--- src/hw/rtl/comp_pkg.sv ---
// Package for the cache miss profiler: constants, field widths and controller states.
// Used by the top, the controller, the datapath and the directories; it depends on nothing.
`default_nettype none
package comp_pkg;
  localparam int AddrW = 16;
  localparam int CountW = 16;
  localparam int FaWaysDef = 128;
  localparam int DmLinesDef = 128;
  localparam int TwWaysDef = 128;
  localparam int FwWaysDef = 64;
  localparam logic [CountW-1:0] CountMax = {CountW{1'b1}};

  typedef enum logic [2:0] {
    ST_IDLE,
    ST_SCAN,
    ST_DONE,
    ST_FILL,
    ST_OUT
  } state_e;

  typedef struct packed {
    logic [AddrW-1:0] address;
  } req_t;

  typedef struct packed {
    logic start;
    logic scan;
    logic fill;
    logic finish;
  } cmd_t;

  typedef struct packed {
    logic scan_done;
  } stat_t;
endpackage
`default_nettype wire

--- src/hw/rtl/comp_ctrl.sv ---
// Controller state machine: sequences accept, way scan, fill and result handoff.
// Depends on comp_pkg.
`default_nettype none
module comp_ctrl import comp_pkg::*; (
  input  wire logic  clk_i,
  input  wire logic  rst_ni,
  input  wire logic  in_valid_i,
  output logic       in_ready_o,
  output logic       out_valid_o,
  input  wire logic  out_ready_i,
  input  wire stat_t stat_i,
  output cmd_t       cmd_o
);
  state_e state_q, state_d;

  always_ff @(posedge clk_i or negedge rst_ni) begin
    if (!rst_ni) begin
      state_q <= ST_IDLE;
    end else begin
      state_q <= state_d;
    end
  end

  always_comb begin
    state_d = state_q;
    case (state_q)
      ST_IDLE: if (in_valid_i) state_d = ST_SCAN;
      ST_SCAN: if (stat_i.scan_done) state_d = ST_DONE;
      ST_DONE: state_d = ST_FILL;
      ST_FILL: state_d = ST_OUT;
      ST_OUT:  if (out_ready_i) state_d = ST_IDLE;
      default: state_d = ST_IDLE;
    endcase
  end

  always_comb begin
    in_ready_o = 1'b0;
    out_valid_o = 1'b0;
    cmd_o = '0;
    case (state_q)
      ST_IDLE: begin
        in_ready_o = 1'b1;
        cmd_o.start = in_valid_i;
      end
      ST_SCAN: cmd_o.scan = !stat_i.scan_done;
      ST_DONE: cmd_o = '0;
      ST_FILL: cmd_o.fill = 1'b1;
      ST_OUT: begin
        out_valid_o = 1'b1;
        cmd_o.finish = out_ready_i;
      end
      default: cmd_o = '0;
    endcase
  end
endmodule
`default_nettype wire
--- config.mk ---
export PLATFORM = sky130hd
export DESIGN_NAME = comp_ctrl
export DESIGN_NICKNAME = d
export VERILOG_FILES = /design/src/hw/rtl/comp_pkg.sv /design/src/hw/rtl/comp_ctrl.sv
export SDC_FILE = /design/constraint.sdc
export NUM_CORES = 1
export LEC_CHECK = 0
export BUFFER_PORTS_ARGS = -buffer_cell sky130_fd_sc_hd__buf_2
export CAP_MARGIN = 20
export CORE_AREA = 2 2 39 41
export DETAILED_ROUTE_END_ITERATION = 10
export DIE_AREA = 0 0 41 43
export GPL_ROUTABILITY_DRIVEN = 0
export PLACE_DENSITY = 0.38
export REMOVE_ABC_BUFFERS = 1
export SYNTH_ARGS = -nofsm -noshare
export SYNTH_HDL_FRONTEND = slang
export SYNTH_SLANG_ARGS = --single-unit
--- constraint.sdc ---
create_clock -name clk_i -period 1.6 [get_ports clk_i]
set_clock_uncertainty 0.05 [all_clocks]
set_input_delay 0.08 -clock clk_i [delete_from_list [all_inputs] [get_ports clk_i]]
set_output_delay 0.08 -clock clk_i [all_outputs]
set_load 0.005 [all_outputs]
# Word level (Yosys, flattened, before mapping)
# Index checks and enable logic that the tools add are counted.
# op_classes
eq_ne	7
n_mux	10
reduce_logical	3
# op_table
cell	count
3-bit one-hot mux with 5 select lines	1
3-bit 2-to-1 mux	3
3-bit by 2-bit == test with 1-bit output, second input constant	2
1-bit 2-to-1 mux	6
2-bit != test, second input constant	3
3-bit by 1-bit == test with 1-bit output, second input constant	1
3-bit == test, second input constant	1
3-bit zero test	1
3-bit AND reduction	1
1-bit zero test	1
# totals
reg_bits	3
inputBits	5
out_inout_bits	6
elab_cells	21

# Depth between registers and ports, before layout
# Gate-level depths: netlist of the first run.
# logic_depth
word_depth	3
depth_mapped	2
mapped_depth_nobuf	2

# Least setup slack after synthesis of the first run
# OpenSTA, ideal clock, no wires.
# synth_timing
kind	register to output
startpoint	reg state_q[2]
endpoint	out cmd_o[3] (netlist bit)
t_arrival_ns	0.853
required_time_ns	1.470
slack_ns	0.617
path_stages_with_launch	3
path_buffers	0
cell_sequence	dfrtp_1 nor3_1 and2_1
# synth_lines
item	line_no	source
from (decl)	comp_ctrl.sv:14	state_e state_q, state_d;
from (signal assigned)	comp_ctrl.sv:20	state_q <= state_d;
to (decl)	comp_ctrl.sv:12	output cmd_t cmd_o

==> run summary, run 1 <==
The run finished with clean final reports. The cell at the root of the clock tree is sky130_fd_sc_hd__clkbuf_4. The slowest stage of the critical path is the sky130_fd_sc_hd__dfrtp_1 cell.

The first-pass iteration count of the detailed router was 2. The dominant combinational cell family by area after synthesis is simple AND/OR/NAND/NOR gates. The total area inside the core boundary comes to 1380 um^2.

Among all cell types in the netlist, the one instantiated most often is sky130_fd_sc_hd__dfrtp_1. The required time of the worst setup path is 1.47 ns, and the maximum buffer depth of the clock tree is 2. In the synthesized netlist the async set-or-reset flop fraction comes to 100%. The tool flagged a number of max-cap violations equal to 0. After layout, the worst setup slack is 0.266 ns. The run gives 38 as the net count reported at finish. At the worst endpoint, the arrival time is 1.20 ns.

The synthesis-to-finish area growth was 60.7%. The portion of synthesized cell area occupied by the leading cell type was 42.9%. The cell taking the most area after synthesis is sky130_fd_sc_hd__dfrtp_1. The number of buffers inserted during clock tree synthesis came out at 3. The run gives 437 um as the routed wire length. The path class of the tightest hold or removal check is primary input to flop. The maximum number of pins on one net before global-route repair was 8. The number of buffers added to fix hold violations after cts was 1.

The most instantiated flip-flop cell in the synthesis netlist is sky130_fd_sc_hd__dfrtp_1. The number of max-slew violations in the final report is 0, and the estimated wirelength of the detail-placed design is 329 um. The post-CTS setup buffer count was 0; the arithmetic-cell share of the synthesized area counting full adders, half adders and majority gates was 0%. The final total negative setup slack is 0 ns. The clock net in this run drives a total of 3 sinks. For the worst-skew pair, the clock arrives at the later sink with an insertion delay of 0.24 ns. Setup violations remaining at the end of the flow were counted as 0. Total placed cells including tap cells: 43. Summing the areas of all xor and xnor instances in the mapped netlist gives 0% of the synthesized area. In the routed layout, each cell is associated on average with a via count of 3.77. The tools report the number of global-route vias before repair as 187. From left edge to right edge, the die measures 41 um. In this run, synthesis inferred 0 flip-flops with an integrated enable. In the final layout, the registers with the most flip-flops are state_q: 3 flops.

STA classifies the critical path endpoint as an output port. In the final routed layout, each cell accounts on average for 9.10 um. The tools report the total number of vias as 181. The synthesis-stage register bit count was 3; the die area was 1760 um^2.

The time the final worst path needs with I/O delays and setup was 1.33 ns; the initial antenna violation count was 0. Setup repair after global routing left no endpoint under its margin. For this run, the number of standard cells in the final layout without fillers is 48.

TritonCTS built the clock tree. Multiplexer cells account for 0% of the synthesized area. The top achievable clock speed is 750 MHz, and the final-layout fill cell count is 159. Synthesis produced 17 cells. The first global-routing pass estimated 717 um of wire. The cell area that synthesis handed to floorplanning was 175 um^2.

During placement, the flow inserted port buffers numbering 10. Measured against its own limit, the worst slew margin works out to 83.1%. The floorplan step set the die height to 43 um. The fraction of final layout cells with drive strength greater than 1 was 46.9%; the post-detailed-route DRC marker count was 0.

The count of unique library cells instantiated by Yosys is 12, and the actual transition at the worst max-transition pin is 0.249 ns. In this run the power density over the cells is 1720 nW/um^2. By count the netlist is led by sky130_fd_sc_hd__dfrtp_1 (3), sky130_fd_sc_hd__a21o_1 (2), sky130_fd_sc_hd__and2_1 (2), sky130_fd_sc_hd__nor2_1 (2).

IR analysis of the VDD net gives a maximum drop of 0.000588 V. The signal on the critical path passes through nor3b_2 > and2_1 > buf_2. The logs give 0 for the final global-route overflow total and 12.7% for the initial cell density of the core. For the leakage power, the log shows 0.000153 uW. In the finished design, the share of the clock period the worst path needs comes to 83.4%.

11 I/O pins were placed. The total global routing track utilization came out at 6.84%. Prior to clock tree synthesis, the placed netlist has a worst setup slack of 0.513 ns. In this run, the number of DRC markers left after iteration 0 of detailed routing was 4.

The worst setup path is launched from a flop. The H-tree depth is 1. The average cell area after synthesis was 10.3 um^2. Cells fill 20.3% of the core in the end. The cell area reported after detailed placement was 245 um^2. Maximum single-stage delay on the critical path: 0.44 ns.

The flip-flop count of the largest register, all copies and words added works out to 3. Yosys attributes the largest share of cell area to sky130_fd_sc_hd__dfrtp_1 (43%), sky130_fd_sc_hd__a21o_1 (8.6%), sky130_fd_sc_hd__nor4b_2 (8.6%). Summing the sequential cell areas from Yosys gives 42.9% of the chip area. Post-CTS repair changed the size of 0 cells. The register ranked first by flip-flop count was state_q. The count of final hold-check violations is 0, and the post-route antenna net violation count is 0. The fraction of the mapped netlist area in simple logic gates was 41.4%. Of all nets on the critical path, the largest fanout is 7. The setup path with the least slack is of type flop to output port. The number of inserted diodes is 0, and the total number of yosys warnings is 0. The post-CTS clock slew at the launch and capture registers of the worst setup and hold paths was 0.04 ns; the number of placement rows was 14. After routing the design area is 282 um^2. The post-synthesis compound-gate area fraction works out to 13.6%.
-- stage by stage --
step,hold WS (ns),total power [uW]
4_1_cts,0.0416,498
3_3_place_gp,-0.175,344
6_report,0.0523,485
2_1_floorplan,-0.266,269
5_1_grt,0.0578,537
3_5_place_dp,-0.170,352
-- layout make-up --
class	instances	area, um^2	area share (%)
multi-input combinational	13	96.3	34.2
sequential	3	75.1	26.7
timing repair buffer	11	60.1	21.3
clock buffer	4	26.3	9.33
tap	16	20.0	7.11
inverter	1	3.75	1.33
-- worst max-delay path: cells and delay by family (launching register included) --
family | cells | cell delay [ns]
AND/OR/NAND/NOR | 2 | 0.42
buffers and inverters | 1 | 0.10
flip-flops | 1 | 0.44
-- path summary, 6_finish.rpt --
path | slack [ns] | endpoint | cells after the start | start
worst min register to register | 0.53 | state_q[2]$_DFFE_PN0P_ | 1 | state_q[2]$_DFFE_PN0P_
max in group asynchronous | 1.28 | state_q[0]$_DFFE_PN0P_ | 2 | rst_ni
worst min-delay path | 0.05 | state_q[2]$_DFFE_PN0P_ | 3 | out_ready_i
min in group asynchronous | 0.11 | state_q[1]$_DFFE_PN0P_ | 2 | rst_ni
worst max register to register | 0.58 | state_q[0]$_DFFE_PN0P_ | 2 | state_q[1]$_DFFE_PN0P_
worst max-delay path | 0.27 | cmd_o[0] | 3 | state_q[2]$_DFFE_PN0P_
-- cell families after synthesis --
| group | after synthesis |
|---|---|
| compound gates | 3 |
| simple gates | 10 |
| buf+inv | 1 |
| flops | 3 |
-- metal layers --
metal	wire, um	part of all wire (%)	vias to the layer above	GRT usage (%)
met1	211	48	74	7.44
met4	10	2.3	0	8.00
li1	-	-	90	-
met2	151	35	15	7.50
met5	0	0	-	0
met3	63	14	2	4.71
-- layout by cell type (no fill, tap or decap), types with 2 or more instances in the layout --
cell / n
sky130_fd_sc_hd__clkbuf_4: 3
sky130_fd_sc_hd__dfrtp_1: 3
sky130_fd_sc_hd__buf_2: 10
sky130_fd_sc_hd__a21o_1: 2
sky130_fd_sc_hd__nor2_1: 2
sky130_fd_sc_hd__and2_1: 2
-- power by group --
part | total, uW | internal, uW | switching, uW
sequential | 168 | 110 | 58.5
clock | 135 | 93.6 | 41.2
combinational | 182 | 106 | 75.9
total | 485 | 309 | 176
Power figures use the tool's default switching activity.
==> run 2, diff against run 1 <==
==> constraint.sdc (replaced) <==
create_clock -name clk_i -period 1.4 [get_ports clk_i]
set_clock_uncertainty 0.05 [all_clocks]
set_input_delay 0.07 -clock clk_i [delete_from_list [all_inputs] [get_ports clk_i]]
set_output_delay 0.07 -clock clk_i [all_outputs]
set_load 0.005 [all_outputs]
==> run 2 against run 1 <==
Worst hold slack improved by 0.0039 ns; global-route usage fell by 0.094 points; core utilization rose by 0.90 points.
==> run summary, run 2 (synthesis gave the netlist of run 1 again) <==
The flow ran to the end, and the final reports show no timing, DRC or antenna violations. The register ranked first by flip-flop count is state_q. Measured along the y axis, the die boundary spans 43 um.

Buffers placed on the I/O ports in this run total 10. The logs give 0 for the number of max-slew violations in the final report and 14 for the number of placement rows. The leakage power is 0.000154 uW, and the top achievable clock speed is 753 MHz. The worst path needs 1.33 ns of the cycle, external delays included. In this run the clock root is driven by a sky130_fd_sc_hd__clkbuf_4.

No sink is reached through more buffers than the 2 on the longest clock path. The final non-filler cell area is 294 um^2, and the die span in x is 41 um. The post-route antenna net violation count is 0, and the final clock period utilization by the worst path is 94.8%. Using the TritonRoute via totals, the vias-per-cell ratio works out to 3.83. For the clock latency at the later pin of the worst-skew pair, the log shows 0.23 ns. The beginning of the worst hold path is out_ready_i. The largest registers in the layout are state_q: 3 flops. For the first-pass GRT wire length, the log shows 724 um.

The cell area reported after detailed placement is 245 um^2, and the clock sink count is 3. The worst pin sits at a relative slew slack of 79.0%. Count of final hold-check violations: 0. The total net switching power was 217 uW. The flip-flop count of the largest register, all copies and words added was 3. The number of global-route vias before repair is 186. The tools report the initial antenna violation count as 0. The final-layout fill cell count was 151; the data arrival time of the critical path was 1.21 ns. The switching share of power was 37.0%. The library cell used most frequently in the layout, excluding fill and tap cells, is sky130_fd_sc_hd__buf_2. Entering global routing, the biggest net connects 8 pins.

Global routing consumed, over all layers together, 6.75% of the routing resources. The worst setup path is captured at an output port. Detailed routing placed a total of 192 um of wire on met2. The critical path in this run is classified as flop to output port. The start of the worst register-to-register path was state_q[1]$_DFFE_PN0P_. For the H-tree depth, the log shows 1.

The length of routed met3 wiring came out at 61 um. Relative to the synthesized area, the layout overhead comes to 67.9%. Dividing total power by cell area gives a power density of 1990 nW/um^2. The region available for standard cell placement spans 1380 um^2. The startpoint kind of the worst setup timing path is a flop. The post-CTS setup buffer count came out at 0. The number of buffers inserted during clock tree synthesis was 3; the fraction of final layout cells with drive strength greater than 1 was 53.1%.

The tools report the number of inserted diodes as 0. In this run the count of I/O pins placed on the die edge is 11. Leaving out fill and tap cells, the most frequent cells in the layout are sky130_fd_sc_hd__buf_2 (10), sky130_fd_sc_hd__clkbuf_4 (3). Of all nets on the critical path, the largest fanout is 7. At the end of the flow, the number of nets in the layout was 38. Setup repair after global routing left no endpoint under its margin. In this run, the clock network consumes 25.7% of the power. Source of the critical timing path: state_q[1]$_DFFE_PN0P_. The first-pass iteration count of the detailed router came out at 2. The post-CTS clock slew at the launch and capture registers of the worst setup and hold paths was 0.04 ns. Global routing finished with a remaining overflow of 0. For this block, wires on met1 add up to 194 um.

Cell internal power was estimated by the tool at 368 uW. Actual transition at the worst max-transition pin: 0.315 ns. After the first detailed-routing iteration, the DRC count stood at 4.

STA puts the critical path data required time at 1.28 ns. The setup check on the worst reg-to-reg path leaves a slack of 0.35 ns. Summed over all nets, the half-perimeter wirelength after detailed placement is 312 um. The run gives 0.000528 V as the maximum vdd ir drop. TritonCTS built the clock tree.

Setup violations remaining at the end of the flow were counted as 0. Signal routing reaches up to met3. The max capacitance violation total is 0.

The sequential share of power was 37.1%. Dividing the detail-routed wire length by the instance count gives 9.31 um. For this configuration, the core starts out at a cell density of 12.7%.

Summed over all layers, the routed wires come to 447 um. The min-delay analysis places its worst path in the category primary input to flop. The final route contains 184 vias. The die area is 1760 um^2, and the combinational power share is 37.1%. The tools report the final total negative setup slack as 0 ns.

After detailed routing, the number of remaining DRC violations is 0.
==> run 2: cell counts in the layout (fill, tap and decap cells not counted) <==
No cell type changed its count.
==> run 2: critical path: stages, from the launching register on <==
cell and delay, ns:
sky130_fd_sc_hd__dfrtp_1 0.48, sky130_fd_sc_hd__nor4b_2 0.33, sky130_fd_sc_hd__buf_2 0.17
==> run 2: layout make-up <==
| type | instances | area (um^2) | share of cell area (%) |
|---|---|---|---|
| clock buffer | 4 | 26.3 | 8.94 |
| inverter | 1 | 3.75 | 1.28 |
| multi-input combinational | 13 | 108 | 36.6 |
| sequential | 3 | 76.3 | 26.0 |
| tap | 16 | 20.0 | 6.81 |
| timing repair buffer | 11 | 60.1 | 20.4 |
==> run 2: path summary, 6_finish.rpt <==
path | endpoint | depth (start not counted)
max | cmd_o[2] | 2
min | state_q[2]$_DFFE_PN0P_ | 3
max reg2reg | state_q[0]$_DFFE_PN0P_ | 2
min reg2reg | state_q[2]$_DFFE_PN0P_ | 1
max in group asynchronous | state_q[2]$_DFFE_PN0P_ | 2
min in group asynchronous | state_q[0]$_DFFE_PN0P_ | 2
==> run 2: power groups by stage <==
| stage | Combinational, uW | Clock, uW | Sequential (uW) |
|---|---|---|---|
| 6_report | 217 | 151 | 217 |
| 2_1_floorplan | 128 | 0 | 179 |
| 3_3_place_gp | 202 | 0 | 191 |
| 3_5_place_dp | 205 | 0 | 195 |
| 5_1_grt | 251 | 168 | 226 |
| 4_1_cts | 208 | 162 | 194 |
==> run 2: layer usage <==
layer  up-vias  global-route usage (%)
met3         0                    4.71
met4         0                    6.00
met1        83                    7.79
met5         -                       0
met2        11                    7.81
li1         90                       -
==> run 2: what timing repair did <==
item | 4_1_cts | 5_1_grt
setup endpoints to repair | 0 | 2
hold buffers | 1 | 0
hold endpoints to repair | 3 | 0
gates resized for setup | 0 | 3
==> run 2: per-stage QoR <==
stage          util, %  total power [uW]  hold WS [ns]  instances  setup WS [ns]
2_1_floorplan        -               307        -0.276         17          0.419
3_3_place_gp      17.7               393        -0.184         43          0.370
3_5_place_dp      17.7               399        -0.180         43          0.328
4_1_cts           20.3               563        0.0514         48         0.0652
5_1_grt           21.2               645        0.0568         48        0.00890
6_report          21.2               585        0.0563         48         0.0721
